`config.mk`:
```
export PLATFORM = sky130hd
export DESIGN_NAME = line_rect_box_rasterizer_core_flat
export DESIGN_NICKNAME = d
export VERILOG_FILES = /design/src/rtl/lrbr_pkg.sv /design/src/rtl/lrbr_if.sv /design/src/rtl/line_rect_box_rasterizer_core.sv /design/src/flat_wrapper.sv
export SDC_FILE = /design/constraint.sdc
export NUM_CORES = 1
export LEC_CHECK = 0
export BUFFER_PORTS_ARGS = -buffer_cell sky130_fd_sc_hd__buf_2
export CAP_MARGIN = 10
export CORE_UTILIZATION = 35
export DETAILED_ROUTE_END_ITERATION = 7
export GPL_TIMING_DRIVEN = 0
export PLACE_DENSITY_LB_ADDON = 0.1
export SKIP_LAST_GASP = 1
export SYNTH_ARGS = -nofsm -noshare
export SYNTH_HDL_FRONTEND = slang
export SYNTH_SLANG_ARGS = --single-unit
```
`constraint.sdc`:
```
create_clock -name clk -period 12.1 [get_ports clk]
set_input_delay 1.21 -clock clk [delete_from_list [all_inputs] [get_ports clk]]
set_output_delay 1.21 -clock clk [all_outputs]
set_load 0.05 [all_outputs]
```
`src/rtl/lrbr_pkg.sv`:
```
// Package for the line, rectangle and box rasterizer.
// Holds the field widths, register indexes, reset values and command codes.
// No dependencies; compiled first.
package lrbr_pkg;

    localparam int COLOR_BITS = 32;
    localparam int SIZE_BITS  = 13;

    typedef logic [SIZE_BITS-1:0]  size_t;
    typedef logic [COLOR_BITS-1:0] color_t;
    typedef logic [1:0]            kind_t;

    // Configuration register indexes.
    localparam logic REG_SURFACE_WIDTH  = 1'b0;
    localparam logic REG_SURFACE_HEIGHT = 1'b1;

    localparam size_t RESET_WIDTH  = 13'd480;
    localparam size_t RESET_HEIGHT = 13'd420;

    // Action codes.
    localparam logic ACT_START = 1'b0;
    localparam logic ACT_STEP  = 1'b1;

    // Shape kinds.
    localparam kind_t KIND_LINE   = 2'd0;
    localparam kind_t KIND_RECT   = 2'd1;
    localparam kind_t KIND_BOX    = 2'd2;
    localparam kind_t KIND_UNUSED = 2'd3;

endpackage

```
`src/rtl/lrbr_if.sv`:
```
// Valid/ready channel interfaces for the rasterizer command and pixel streams.
// Depends on lrbr_pkg for the color and kind widths.
interface lrbr_cmd_if #(
    parameter int COORD_BITS = 16
);
    logic                           valid;
    logic                           ready;
    logic                           action;
    lrbr_pkg::kind_t                shape_kind;
    logic signed [COORD_BITS-1:0]   x_start;
    logic signed [COORD_BITS-1:0]   y_start;
    logic signed [COORD_BITS-1:0]   x_end;
    logic signed [COORD_BITS-1:0]   y_end;
    lrbr_pkg::color_t               draw_color;

    modport source (
        output valid, action, shape_kind, x_start, y_start, x_end, y_end, draw_color,
        input  ready
    );
    modport sink (
        input  valid, action, shape_kind, x_start, y_start, x_end, y_end, draw_color,
        output ready
    );
endinterface

interface lrbr_pix_if #(
    parameter int COORD_BITS = 16
);
    logic                           valid;
    logic                           ready;
    logic signed [COORD_BITS-1:0]   pixel_x;
    logic signed [COORD_BITS-1:0]   pixel_y;
    lrbr_pkg::color_t               pixel_color;
    logic                           inside_res;
    logic                           last;

    modport source (
        output valid, pixel_x, pixel_y, pixel_color, inside_res, last,
        input  ready
    );
    modport sink (
        input  valid, pixel_x, pixel_y, pixel_color, inside_res, last,
        output ready
    );
endinterface

```
`src/rtl/line_rect_box_rasterizer_core.sv`:
```
// Top level of the line, outline rectangle and filled box rasterizer.
// Depends on lrbr_pkg and on the lrbr_cmd_if and lrbr_pix_if channel interfaces.

// The core walks shapes with Bresenham's integer error term and hands out one
// pixel per step transaction. A start transaction (action 0) latches the shape
// kind, both corners and the color and produces no pixel; every following step
// transaction (action 1) produces exactly one pixel while a shape is active, and
// nothing once the shape has finished. A line runs from the first corner to the
// second; an outline rectangle is its four sides in order (top, right, bottom,
// left), so shared corners appear twice; a filled box is one horizontal line per
// row from y_start to y_end and is empty when y_start exceeds y_end. A start
// always abandons the shape in progress. Pixels are never clipped: each carries
// inside_res, set when 0 <= x < surface_width and 0 <= y < surface_height, and
// last marks the final pixel of the whole shape. The core accepts one command
// transaction per cycle; a pixel appears in the output register the cycle after
// its step is accepted. The rate is set by the combinational error-term update
// and segment reload loop. The output register
// lets a new command enter in the same cycle that the waiting pixel is taken;
// while a pixel sits in the register and is not taken, command transactions
// are held off. Configuration writes (index 0 surface width, index 1 surface
// height) should be made only while no pixel is pending.
module line_rect_box_rasterizer_core #(
    parameter int COORD_BITS = 16
) (
    input  logic                              clk,
    input  logic                              rst_n,
    input  logic                              cfg_we,
    input  logic                              cfg_index,
    input  lrbr_pkg::size_t                   cfg_data,
    lrbr_cmd_if.sink                          cmd,
    lrbr_pix_if.source                        pix
);

    // Error term needs headroom over the coordinate width: the span of two
    // corners takes one extra bit and doubling it for the compare one more.
    localparam int ERR_BITS = COORD_BITS + 3;

    localparam logic [1:0] SIDE_TOP    = 2'd0;
    localparam logic [1:0] SIDE_RIGHT  = 2'd1;
    localparam logic [1:0] SIDE_BOTTOM = 2'd2;
    localparam logic [1:0] SIDE_LEFT   = 2'd3;

    typedef logic signed [COORD_BITS-1:0] coord_t;

    // Configuration registers.
    lrbr_pkg::size_t surf_width_reg;
    lrbr_pkg::size_t surf_height_reg;

    // Shape control state.
    logic            busy_reg,    busy_next;
    lrbr_pkg::kind_t kind_reg,    kind_next;
    logic [1:0]      segment_reg, segment_next;

    // Shape payload state.
    coord_t              x1_reg, x1_next;
    coord_t              y1_reg, y1_next;
    coord_t              x2_reg, x2_next;
    coord_t              y2_reg, y2_next;
    lrbr_pkg::color_t    color_reg, color_next;
    coord_t              row_reg, row_next;

    // Bresenham walker state.
    coord_t                 cur_x_reg, cur_x_next;
    coord_t                 cur_y_reg, cur_y_next;
    coord_t                 end_x_reg, end_x_next;
    coord_t                 end_y_reg, end_y_next;
    logic [COORD_BITS-1:0]  adx_reg, adx_next;
    logic [COORD_BITS-1:0]  ady_reg, ady_next;
    logic                   neg_x_reg, neg_x_next;
    logic                   neg_y_reg, neg_y_next;
    logic signed [ERR_BITS-1:0] err_reg, err_next;

    // Output register.
    logic                pix_valid_reg, pix_valid_next;
    coord_t              pix_x_reg;
    coord_t              pix_y_reg;
    lrbr_pkg::color_t    pix_color_reg;
    logic                pix_inside_reg;
    logic                pix_last_reg;

    // Handshake and decision signals.
    logic cmd_fire;
    logic is_start;
    logic step_busy;
    logic at_end;
    logic rect_more;
    logic box_more;
    logic shape_done;
    logic inside_now;
    lrbr_pkg::kind_t start_kind;
    coord_t          row_inc;

    // Segment loader: endpoints chosen below, spans and signs computed here.
    logic   load_en;
    coord_t ld_xa, ld_ya, ld_xb, ld_yb;
    logic signed [COORD_BITS:0] ld_diff_x;
    logic signed [COORD_BITS:0] ld_diff_y;
    logic [COORD_BITS:0]        ld_neg_dx;
    logic [COORD_BITS:0]        ld_neg_dy;
    logic [COORD_BITS-1:0]      ld_adx;
    logic [COORD_BITS-1:0]      ld_ady;
    logic signed [ERR_BITS-1:0] ld_err;

    // Bresenham step.
    logic signed [ERR_BITS:0]   e2;
    logic signed [ERR_BITS:0]   e2_neg_dy;
    logic signed [ERR_BITS:0]   e2_dx;
    logic                       step_x;
    logic                       step_y;
    logic signed [ERR_BITS-1:0] err_dx;
    logic signed [ERR_BITS-1:0] err_dy;

    // A new command may enter whenever the output slot is free or draining.
    assign cmd.ready = !pix_valid_reg || pix.ready;
    assign cmd_fire  = cmd.valid && cmd.ready;
    assign is_start  = (cmd.action == lrbr_pkg::ACT_START);
    assign step_busy = cmd_fire && !is_start && busy_reg;

    assign start_kind = (cmd.shape_kind == lrbr_pkg::KIND_UNUSED) ?
                        lrbr_pkg::KIND_LINE : cmd.shape_kind;

    assign at_end    = (cur_x_reg == end_x_reg) && (cur_y_reg == end_y_reg);
    assign rect_more = (kind_reg == lrbr_pkg::KIND_RECT) && (segment_reg != SIDE_LEFT);
    assign box_more  = (kind_reg == lrbr_pkg::KIND_BOX) && (row_reg < y2_reg);
    assign shape_done = at_end && !rect_more && !box_more;
    assign row_inc   = row_reg + coord_t'(1);

    // The inside test compares the signed coordinate against the unsigned
    // surface size after zero extension to a common width.
    assign inside_now =
        !cur_x_reg[COORD_BITS-1] && !cur_y_reg[COORD_BITS-1] &&
        ({{lrbr_pkg::SIZE_BITS{1'b0}}, cur_x_reg} < {{COORD_BITS{1'b0}}, surf_width_reg}) &&
        ({{lrbr_pkg::SIZE_BITS{1'b0}}, cur_y_reg} < {{COORD_BITS{1'b0}}, surf_height_reg});

    // Endpoint selection for whichever segment is loaded this cycle.
    always_comb
    begin
        load_en = 1'b0;
        ld_xa   = x1_reg;
        ld_ya   = y1_reg;
        ld_xb   = x2_reg;
        ld_yb   = y1_reg;
        if (cmd_fire && is_start)
        begin
            // Line: corner to corner; rectangle top side and first box row
            // both run along y_start.
            load_en = 1'b1;
            ld_xa   = cmd.x_start;
            ld_ya   = cmd.y_start;
            ld_xb   = cmd.x_end;
            ld_yb   = (start_kind == lrbr_pkg::KIND_LINE) ? cmd.y_end : cmd.y_start;
        end
        else if (step_busy && at_end && rect_more)
        begin
            load_en = 1'b1;
            case (segment_reg)
                SIDE_TOP:
                begin
                    ld_xa = x2_reg;
                    ld_ya = y1_reg;
                    ld_xb = x2_reg;
                    ld_yb = y2_reg;
                end
                SIDE_RIGHT:
                begin
                    ld_xa = x2_reg;
                    ld_ya = y2_reg;
                    ld_xb = x1_reg;
                    ld_yb = y2_reg;
                end
                SIDE_BOTTOM:
                begin
                    ld_xa = x1_reg;
                    ld_ya = y2_reg;
                    ld_xb = x1_reg;
                    ld_yb = y1_reg;
                end
                default:
                begin
                    ld_xa = x1_reg;
                    ld_ya = y1_reg;
                    ld_xb = x2_reg;
                    ld_yb = y1_reg;
                end
            endcase
        end
        else if (step_busy && at_end && box_more)
        begin
            load_en = 1'b1;
            ld_xa   = x1_reg;
            ld_ya   = row_inc;
            ld_xb   = x2_reg;
            ld_yb   = row_inc;
        end
    end

    assign ld_diff_x = {ld_xb[COORD_BITS-1], ld_xb} - {ld_xa[COORD_BITS-1], ld_xa};
    assign ld_diff_y = {ld_yb[COORD_BITS-1], ld_yb} - {ld_ya[COORD_BITS-1], ld_ya};
    assign ld_neg_dx = -ld_diff_x;
    assign ld_neg_dy = -ld_diff_y;
    assign ld_adx    = ld_diff_x[COORD_BITS] ? ld_neg_dx[COORD_BITS-1:0]
                                             : ld_diff_x[COORD_BITS-1:0];
    assign ld_ady    = ld_diff_y[COORD_BITS] ? ld_neg_dy[COORD_BITS-1:0]
                                             : ld_diff_y[COORD_BITS-1:0];
    assign ld_err    = $signed({3'b000, ld_adx}) - $signed({3'b000, ld_ady});

    // Classic Bresenham decision on twice the error term.
    assign e2        = {err_reg, 1'b0};
    assign e2_neg_dy = -$signed({4'b0000, ady_reg});
    assign e2_dx     = $signed({4'b0000, adx_reg});
    assign step_x    = e2 > e2_neg_dy;
    assign step_y    = e2 < e2_dx;
    assign err_dx    = step_y ? $signed({3'b000, adx_reg}) : '0;
    assign err_dy    = step_x ? $signed({3'b000, ady_reg}) : '0;

    always_comb
    begin
        busy_next    = busy_reg;
        kind_next    = kind_reg;
        segment_next = segment_reg;
        x1_next      = x1_reg;
        y1_next      = y1_reg;
        x2_next      = x2_reg;
        y2_next      = y2_reg;
        color_next   = color_reg;
        row_next     = row_reg;
        cur_x_next   = cur_x_reg;
        cur_y_next   = cur_y_reg;
        end_x_next   = end_x_reg;
        end_y_next   = end_y_reg;
        adx_next     = adx_reg;
        ady_next     = ady_reg;
        neg_x_next   = neg_x_reg;
        neg_y_next   = neg_y_reg;
        err_next     = err_reg;

        if (cmd_fire && is_start)
        begin
            kind_next    = start_kind;
            x1_next      = cmd.x_start;
            y1_next      = cmd.y_start;
            x2_next      = cmd.x_end;
            y2_next      = cmd.y_end;
            color_next   = cmd.draw_color;
            segment_next = SIDE_TOP;
            row_next     = cmd.y_start;
            busy_next    = !((start_kind == lrbr_pkg::KIND_BOX) &&
                             (cmd.y_start > cmd.y_end));
        end
        else if (step_busy)
        begin
            if (!at_end)
            begin
                err_next = err_reg - err_dy + err_dx;
                if (step_x)
                begin
                    cur_x_next = neg_x_reg ? cur_x_reg - coord_t'(1) : cur_x_reg + coord_t'(1);
                end
                if (step_y)
                begin
                    cur_y_next = neg_y_reg ? cur_y_reg - coord_t'(1) : cur_y_reg + coord_t'(1);
                end
            end
            else if (rect_more)
            begin
                segment_next = segment_reg + 2'd1;
            end
            else if (box_more)
            begin
                row_next = row_inc;
            end
            else
            begin
                busy_next = 1'b0;
            end
        end

        if (load_en)
        begin
            cur_x_next = ld_xa;
            cur_y_next = ld_ya;
            end_x_next = ld_xb;
            end_y_next = ld_yb;
            adx_next   = ld_adx;
            ady_next   = ld_ady;
            neg_x_next = !(ld_xa < ld_xb);
            neg_y_next = !(ld_ya < ld_yb);
            err_next   = ld_err;
        end
    end

    always_comb
    begin
        if (step_busy)
        begin
            pix_valid_next = 1'b1;
        end
        else if (pix.ready)
        begin
            pix_valid_next = 1'b0;
        end
        else
        begin
            pix_valid_next = pix_valid_reg;
        end
    end

    // Control state and configuration.
    always_ff @(posedge clk or negedge rst_n)
    begin
        if (!rst_n)
        begin
            surf_width_reg  <= lrbr_pkg::RESET_WIDTH;
            surf_height_reg <= lrbr_pkg::RESET_HEIGHT;
            busy_reg        <= 1'b0;
            kind_reg        <= lrbr_pkg::KIND_LINE;
            segment_reg     <= SIDE_TOP;
            pix_valid_reg   <= 1'b0;
        end
        else
        begin
            if (cfg_we && (cfg_index == lrbr_pkg::REG_SURFACE_WIDTH))
            begin
                surf_width_reg <= cfg_data;
            end
            if (cfg_we && (cfg_index == lrbr_pkg::REG_SURFACE_HEIGHT))
            begin
                surf_height_reg <= cfg_data;
            end
            busy_reg      <= busy_next;
            kind_reg      <= kind_next;
            segment_reg   <= segment_next;
            pix_valid_reg <= pix_valid_next;
        end
    end

    // Payload state, meaningful only while a shape is active.
    always_ff @(posedge clk)
    begin
        x1_reg    <= x1_next;
        y1_reg    <= y1_next;
        x2_reg    <= x2_next;
        y2_reg    <= y2_next;
        color_reg <= color_next;
        row_reg   <= row_next;
        cur_x_reg <= cur_x_next;
        cur_y_reg <= cur_y_next;
        end_x_reg <= end_x_next;
        end_y_reg <= end_y_next;
        adx_reg   <= adx_next;
        ady_reg   <= ady_next;
        neg_x_reg <= neg_x_next;
        neg_y_reg <= neg_y_next;
        err_reg   <= err_next;
        if (step_busy)
        begin
            pix_x_reg      <= cur_x_reg;
            pix_y_reg      <= cur_y_reg;
            pix_color_reg  <= color_reg;
            pix_inside_reg <= inside_now;
            pix_last_reg   <= shape_done;
        end
    end

    assign pix.valid       = pix_valid_reg;
    assign pix.pixel_x     = pix_x_reg;
    assign pix.pixel_y     = pix_y_reg;
    assign pix.pixel_color = pix_color_reg;
    assign pix.inside_res  = pix_inside_reg;
    assign pix.last        = pix_last_reg;

`ifndef SYNTHESIS
    // A start never produces a pixel of its own.
    a_start_no_pixel: assert property (@(posedge clk) disable iff (!rst_n)
        cmd_fire && is_start |=> !pix_valid_reg)
        else $error("start command produced a pixel");

    // A step with no active shape produces nothing.
    a_idle_step_no_pixel: assert property (@(posedge clk) disable iff (!rst_n)
        cmd_fire && !is_start && !busy_reg |=> !pix_valid_reg)
        else $error("step while idle produced a pixel");

    // The final pixel of a shape leaves the core idle.
    a_last_ends_shape: assert property (@(posedge clk) disable iff (!rst_n)
        $past(step_busy) && pix_last_reg |-> !busy_reg)
        else $error("last pixel emitted while shape still active");
`endif

endmodule
```
`src/flat_wrapper.sv`:
```
// flat-port wrapper written by rule: the top's interface ports become plain ports
module line_rect_box_rasterizer_core_flat 
#(
    parameter int COORD_BITS = 16
)
  (clk, rst_n, cfg_we, cfg_index, cfg_data, cmd_valid, cmd_action, cmd_shape_kind, cmd_x_start, cmd_y_start, cmd_x_end, cmd_y_end, cmd_draw_color, cmd_ready, pix_valid, pix_pixel_x, pix_pixel_y, pix_pixel_color, pix_inside_res, pix_last, pix_ready);
  lrbr_cmd_if #(.COORD_BITS(COORD_BITS)) cmd_i ();
  lrbr_pix_if #(.COORD_BITS(COORD_BITS)) pix_i ();
  input  logic clk;
  input  logic rst_n;
  input  logic cfg_we;
  input  logic cfg_index;
  input  lrbr_pkg::size_t cfg_data;
  input wire logic [$bits(cmd_i.valid)-1:0] cmd_valid;
  input wire logic [$bits(cmd_i.action)-1:0] cmd_action;
  input wire logic [$bits(cmd_i.shape_kind)-1:0] cmd_shape_kind;
  input wire logic [$bits(cmd_i.x_start)-1:0] cmd_x_start;
  input wire logic [$bits(cmd_i.y_start)-1:0] cmd_y_start;
  input wire logic [$bits(cmd_i.x_end)-1:0] cmd_x_end;
  input wire logic [$bits(cmd_i.y_end)-1:0] cmd_y_end;
  input wire logic [$bits(cmd_i.draw_color)-1:0] cmd_draw_color;
  output wire logic [$bits(cmd_i.ready)-1:0] cmd_ready;
  output wire logic [$bits(pix_i.valid)-1:0] pix_valid;
  output wire logic [$bits(pix_i.pixel_x)-1:0] pix_pixel_x;
  output wire logic [$bits(pix_i.pixel_y)-1:0] pix_pixel_y;
  output wire logic [$bits(pix_i.pixel_color)-1:0] pix_pixel_color;
  output wire logic [$bits(pix_i.inside_res)-1:0] pix_inside_res;
  output wire logic [$bits(pix_i.last)-1:0] pix_last;
  input wire logic [$bits(pix_i.ready)-1:0] pix_ready;
  assign cmd_i.valid = cmd_valid;
  assign cmd_i.action = cmd_action;
  assign cmd_i.shape_kind = cmd_shape_kind;
  assign cmd_i.x_start = cmd_x_start;
  assign cmd_i.y_start = cmd_y_start;
  assign cmd_i.x_end = cmd_x_end;
  assign cmd_i.y_end = cmd_y_end;
  assign cmd_i.draw_color = cmd_draw_color;
  assign cmd_ready = cmd_i.ready;
  assign pix_valid = pix_i.valid;
  assign pix_pixel_x = pix_i.pixel_x;
  assign pix_pixel_y = pix_i.pixel_y;
  assign pix_pixel_color = pix_i.pixel_color;
  assign pix_inside_res = pix_i.inside_res;
  assign pix_last = pix_i.last;
  assign pix_i.ready = pix_ready;
  line_rect_box_rasterizer_core #(.COORD_BITS(COORD_BITS)) u_core (.clk(clk), .rst_n(rst_n), .cfg_we(cfg_we), .cfg_index(cfg_index), .cfg_data(cfg_data), .cmd(cmd_i), .pix(pix_i));
endmodule
```
==> results.toml, run 1 <==
[critical_path]
cp_slowest_cell = "clkbuf_1"
crit_family = "compound AO/OA/AOI/OAI gates"
cp-end-kind = "flip-flop"
cp_data_arrival_time_ns = 10.28
worstPathMaxFanout = 29
cp-startpoint = "pix_ready"
critPathKind = "primary input to flip-flop"
max_stage_delay_ns = 0.57
required_ns = 12.49
crit_buf_inv = 6
startpoint_type = "primary input"
worst_r2r_startpoint = "u_core.cur_y_reg[11]$_DFFE_PP_"

[worst_hold_path]
hold_class = "flip-flop to flip-flop"
hold_start = "u_core.color_reg[0]$_DFFE_PP_"

[clocking]
postCtsResizedCells = 0
path_clk_slew_ns = 0.06
cts_buffers = 42
clock_path_buffers = 3
ctsHoldBuffers = 0
cts_tree = "yes"
clock-sinks = 327
worstSkewPairLatency_ns = 0.57
cts_root_buf = "clkbuf_16"
htreeDepth = 2
post_cts_buffers = 0

[power]
switching_power_uw = 2170
power_density_nw_per_um2 = 224
pwr-share-seq_pct = 29.7
pwr-share-comb_pct = 46.7
total_power_uw = 5460
switching_share_pct = 39.8
power_frac_clock_pct = 23.6
ir_worst_vdd_uv = 104
p_leak_uw = 0.0105
internal_power_uw = 3290

[global_routing]
overflow = 0
met2_usage_pct = 34.0
grt_use_met1_pct = 28.7
grt_usage_pct = 21.1
grtUsageMet3_pct = 3.84
first_global_vias = 15800
grt_first_pass_wirelength_mm = 95.8
grt_max_degree = 45
grt-busiest-layer = "met2"
antenna_found_initial = 2

[cells_and_area]
drive_above_1_share_pct = 13.6
area_growth_pct = 16.3
fill_cells = 5816
n_antenna_cell = 0
fin_area_um2 = 24400
mostFrequentLayoutCells = "edfxtp_1, nor2_1, inv_1, ha_1, buf_2"
final_common_cell = "edfxtp_1"
fin_util_pct = 41.3
nets = 2596

[routing]
avgRoutedWirePerCell_um = 20.9
firstDrtPassIters = 7
via_per_inst = 5.20
antenna_left = 0
drt_iter0_drc = 1181
totalWireLength_mm = 64.1
drc_errors = 12
vias = 16000

[sta]
maxSlewViolCount = 0
period_needed_ns = 9.88
tightest_slew_ns = 1.20
rsz0062_at_grt = "no"
fin_skew_ns = 0.0200
period_share_pct = 81.7
slew_headroom_pct = 19.2
setup_viol = 0
fmax_ghz = 0.101
hold_viol = 0

[floorplanning]
start_util_pct = 35.5
die_y_um = 247
dieArea_um2 = 60900
core_um2 = 59100
rows = 89
die_w_um = 247
ios = 186

[yosys]
synth_enable_flop_cells = 295
synth_seq_area_share_pct = 46.1
ys_seq_elements = 327
ys_types = 77
synthesis.area_um2 = 21000
ys_async_sr_fraction_pct = 9.79
synth_fp_nets = 2361
syn_avg_cell_area_um2 = 10.3
yosys_warnings = 0
synth_cells = 2029
synth_ff_type = "edfxtp_1"

[status]
violations = "DRC"
status = "complete, but fails checks"

[flow_run]
maxCapViolCount = 0

[placement]
gp_congestion = 0.905
dpl_cell_area_um2 = 23000
hpwl_mm = 50.1
portBuffers = 185
power by group through the flow:
| stage | logic [uW] | clock network [uW] | registers, uW |
|---|---|---|---|
| after CTS | 2570 | 1330 | 1620 |
| after global routing | 2880 | 1370 | 1640 |
| final | 2550 | 1290 | 1620 |
| after floorplan | 1860 | 0 | 1630 |
| after global placement | 2500 | 0 | 1650 |
| after detailed placement | 2540 | 0 | 1650 |
Yosys cell counts (4+ instances only):
library cell,count,area (um^2)
xor2_1,70,613
o31ai_1,7,52.6
nand3_1,20,100
o211ai_1,20,150
o21ai_0,135,676
nand2b_1,25,156
nor2b_1,20,125
ha_1,193,2410
inv_1,198,743
a2111oi_0,5,43.8
nand3b_1,4,30.0
mux2_2,19,214
xnor2_1,94,823
a21boi_0,6,45.0
nor4_1,28,175
nand2_1,142,533
dfstp_2,8,210
or4_1,5,37.5
nor2_1,219,822
fa_1,21,420
a211oi_1,8,60.1
nand4_1,22,138
a21oi_1,131,656
and3_1,4,25.0
buf_1,13,48.8
or3_1,13,81.3
a21o_1,53,398
a31oi_1,20,125
and4_1,4,35.0
nor3_1,16,80.1
and2_1,20,125
o21a_1,12,90.1
or2_2,8,50.1
edfxtp_1,295,8860
clkbuf_1,34,128
mux2i_1,60,601
dfrtp_1,24,601
stage by stage:
step	hold slack [ns]	TNS, ns	std cells	setup WS (ns)
3_3_place_gp	0.400	-221.21	2987	-3.99
3_5_place_dp	0.405	0	2993	1.72
6_report	0.417	0	3070	2.22
4_1_cts	0.416	0	3070	2.28
2_1_floorplan	0.400	0	2029	0.653
5_1_grt	0.419	0	3070	1.45
final timing paths:
path                            depth (start not counted)  slack (ns)                                   end
max in group asynchronous                               1       10.92  u_core.surf_width_reg[9]$_DFFE_PN0P_
min in group asynchronous                               1        0.70          u_core.pix.valid$_DFFE_PN0P_
worst min register to register                          0        0.42   u_core.pix.pixel_color[0]$_DFFE_PP_
worst min-delay path                                    0        0.42   u_core.pix.pixel_color[0]$_DFFE_PP_
worst max register to register                         36        2.26          u_core.err_reg[17]$_DFFE_PP_
worst max-delay path                                   37        2.22          u_core.err_reg[17]$_DFFE_PP_
per-layer routing:
metal	share of wire [%]	vias up	wire [um]
li1	-	7717	-
met1	45	7799	29000
met2	47	375	30100
met3	5.3	86	3400
met4	2.4	0	1560
met5	0	-	0
logic make-up (layout without fill, tap and decap cells):
kind of cell / Yosys count / count (layout) / share of synthesized area [%]
AO/OA/AOI/OAI: 432 / 432 / 12.5
XOR/XNOR: 165 / 165 / 6.92
adder cells (fa/ha/maj): 216 / 216 / 13.6
buffers and inverters: 246 / 514 / 4.41
flip-flops: 327 / 327 / 46.1
multiplexers: 79 / 79 / 3.88
AND/OR/NAND/NOR: 564 / 564 / 12.6
area by class of cell:
cell class	count	area, um^2	area share, %
multi-input cells	1456	10400	42.6
repair buffers	191	1040	4.26
flip-flops and latches	327	9670	39.6
plain buffers	48	186	0.764
well taps	773	967	3.96
inverters	198	743	3.04
clock buffers	52	1120	4.59
clock inverters	25	277	1.13
Power figures use the tool's default switching activity.
==> run 2, diff against run 1 <==
- ABC_AREA: unset -> 1
- clock period: 12.1 -> 8 ns (I/O delays scaled with it)
==> results.toml, run 2 <==
[global_routing]
first_global_vias = 18800
antenna_found_initial = 2
overflow = 0
grt_first_pass_wirelength_mm = 107
grt_max_degree = 106
grt_usage_pct = 21.7

[floorplanning]
ios = 186
dieArea_um2 = 65000
die_y_um = 255
start_util_pct = 35.5
core_um2 = 63100
rows = 92
die_w_um = 255

[placement]
gp_congestion = 0.879
dpl_cell_area_um2 = 24400
hpwl_mm = 55.3
portBuffers = 185
pre_cts_slack_ns = -0.285

[yosys]
ys_seq_elements = 327
synth_seq_area_share_pct = 43.2
syn_avg_cell_area_um2 = 8.57
yosysMostFrequentCell = "nand2_1"
ys_async_sr_fraction_pct = 9.79
synth_area_leaders = "edfxtp_1, ha_1, nand2_1, inv_1, xor2_1"
synth_cells = 2610
yosys_warnings = 0
synth_common_cells = "nand2_1, inv_1, edfxtp_1"
synth_ff_type = "edfxtp_1"
synthesis.area_um2 = 22400
ys_types = 56
synth_enable_flop_cells = 295
synth_fp_nets = 2942
synth_largest_area_cell = "edfxtp_1"
synth.top_cell.area_share_pct = 39.6

[sta]
slew_headroom_pct = 20.2
fmax_ghz = 0.133
setup_viol = 0
fin_hold_ws_ns = 0.282
rsz0062_at_grt = "yes"
fin_skew_ns = 0.0395
tightest_slew_ns = 1.19
maxSlewViolCount = 0
hold_viol = 0
period_needed_ns = 7.53
period_share_pct = 94.1
setup_slack_ns = 0.475

[clocking]
cts_root_buf = "clkbuf_16"
cts_tree = "yes"
htreeDepth = 2
clock-sinks = 327
clock_path_buffers = 3
path_clk_slew_ns = 0.06
worstSkewPairLatency_ns = 0.59
cts_buffers = 41
ctsHoldBuffers = 0

[critical_path]
cp-end-kind = "flip-flop"
crit_buf_inv = 6
startpoint_type = "flip-flop"
cp_slowest_cell = "fa_1"
cp.depth = 42
required_ns = 8.31
r2r_cells = 42
cp_common_cell = "nand2_1"
cp_data_arrival_time_ns = 7.83
critPathKind = "flip-flop to flip-flop"
max_stage_delay_ns = 0.55
worstPathMaxFanout = 10
crit_family = "simple AND/OR/NAND/NOR gates"

[worst_hold_path]
hold_class = "primary input to async pin"

[routing]
firstDrtPassIters = 6
antenna_left = 0
totalWireLength_mm = 69.6
drt_iter0_drc = 1189
vias = 18600
drc_errors = 0
via_per_inst = 4.98
avgRoutedWirePerCell_um = 18.7

[cells_and_area]
area_growth_pct = 16.2
fin_area_um2 = 26000
drive_above_1_share_pct = 12.7
mostFrequentLayoutCells = "nand2_1, inv_1, edfxtp_1, nor2_1, buf_2"
final_common_cell = "nand2_1"
fin_util_pct = 41.2
nets = 3177

[power]
total_power_uw = 8620
p_leak_uw = 0.0122
ir_worst_vdd_uv = 247
power_density_nw_per_um2 = 332

[status]
status = "completed"

[flow_run]
maxCapViolCount = 0
[run 2: changes by cell type in the layout (fill, tap and decap cells not counted), sizes merged, moves of 25 or more]
cell	before	now
a21o	53	3
nand3	20	141
a21oi	133	159
inv	201	431
mux2i	60	3
nand2b	25	0
xnor2	95	26
xor2	70	104
nand2	142	592
[run 2: cell families (layout without fill, tap and decap cells)]
kind of cell    after synthesis  after routing  share of synthesized area (%)
simple gates               1030           1030                           19.8
buf+inv                     485            752                           8.34
compound gates              421            421                           10.7
flops                       327            327                           43.2
fa+ha+maj                   214            214                           12.7
xor+xnor                    130            130                           5.12
mux                           3              3                          0.134
other cells                   0              1                              0
[run 2: area by class of cell]
type / count / area, um^2
flip-flops and latches: 327 / 9670
fillers: 6443 / 37100
clock buffers: 51 / 1170
diodes: 1 / 2.50
repair buffers: 192 / 1020
multi-input cells: 1798 / 10900
well taps: 846 / 1060
inverters: 430 / 1620
plain buffers: 55 / 270
clock inverters: 24 / 309
[run 2: final timing paths]
kind                                                start                                     to  slack (ns)
max                        u_core.cur_x_reg[12]$_DFFE_PP_           u_core.err_reg[12]$_DFFE_PP_        0.47
min                                                 rst_n         u_core.kind_reg[1]$_DFFE_PN0P_        0.28
max reg2reg                u_core.cur_x_reg[12]$_DFFE_PP_           u_core.err_reg[12]$_DFFE_PP_        0.47
min reg2reg                u_core.color_reg[20]$_DFFE_PP_   u_core.pix.pixel_color[20]$_DFFE_PP_        0.41
max in group asynchronous                           rst_n  u_core.surf_width_reg[12]$_DFFE_PN0P_        7.20
min in group clk                       cmd_draw_color[28]         u_core.color_reg[28]$_DFFE_PP_        0.38
[run 2: through the flow]
stage / cells / TNS, ns
global placement: 3641 / -11.83
finish: 3724 / 0
global route: 3724 / -0.0657
floorplan: 2610 / 0
detailed placement: 3643 / -0.862
CTS: 3718 / 0
[run 2: timing repair]
item                                   CTS  global route
buffers inserted                         0             5
setup endpoints to repair                0             8
gates resized for setup                  0            17
endpoints found under the hold margin    0             0
[run 2: routing by layer]
| layer | up-vias | routed length [um] | GRT usage (%) | part of all wire (%) |
|---|---|---|---|---|
| met2 | 460 | 33300 | 37.2 | 48 |
| li1 | 9192 | - | - | - |
| met3 | 109 | 2620 | 2.23 | 3.8 |
| met4 | 0 | 2150 | 7.05 | 3.1 |
| met1 | 8794 | 31500 | 28.5 | 45 |
| met5 | - | 0 | 0 | 0 |
[run 2: worst reg2reg max path, delay by kind of cell, from the launching register on]
family                     cells  cell delay (ns)
DFF                            1             0.49
and+or+nand+nor               28             3.76
AOI/OAI and AO/OA              4             0.74
buffers and inverters          6             1.05
xor gates and xnor gates       2             0.37
adders and majority gates      2             0.88
[run 2: power by group]
| part | switching (uW) | internal [uW] | total (uW) |
|---|---|---|---|
| combinational | 2620 | 1520 | 4150 |
| sequential | 189 | 2250 | 2440 |
| clock | 818 | 1210 | 2030 |
| total | 3630 | 4990 | 8620 |
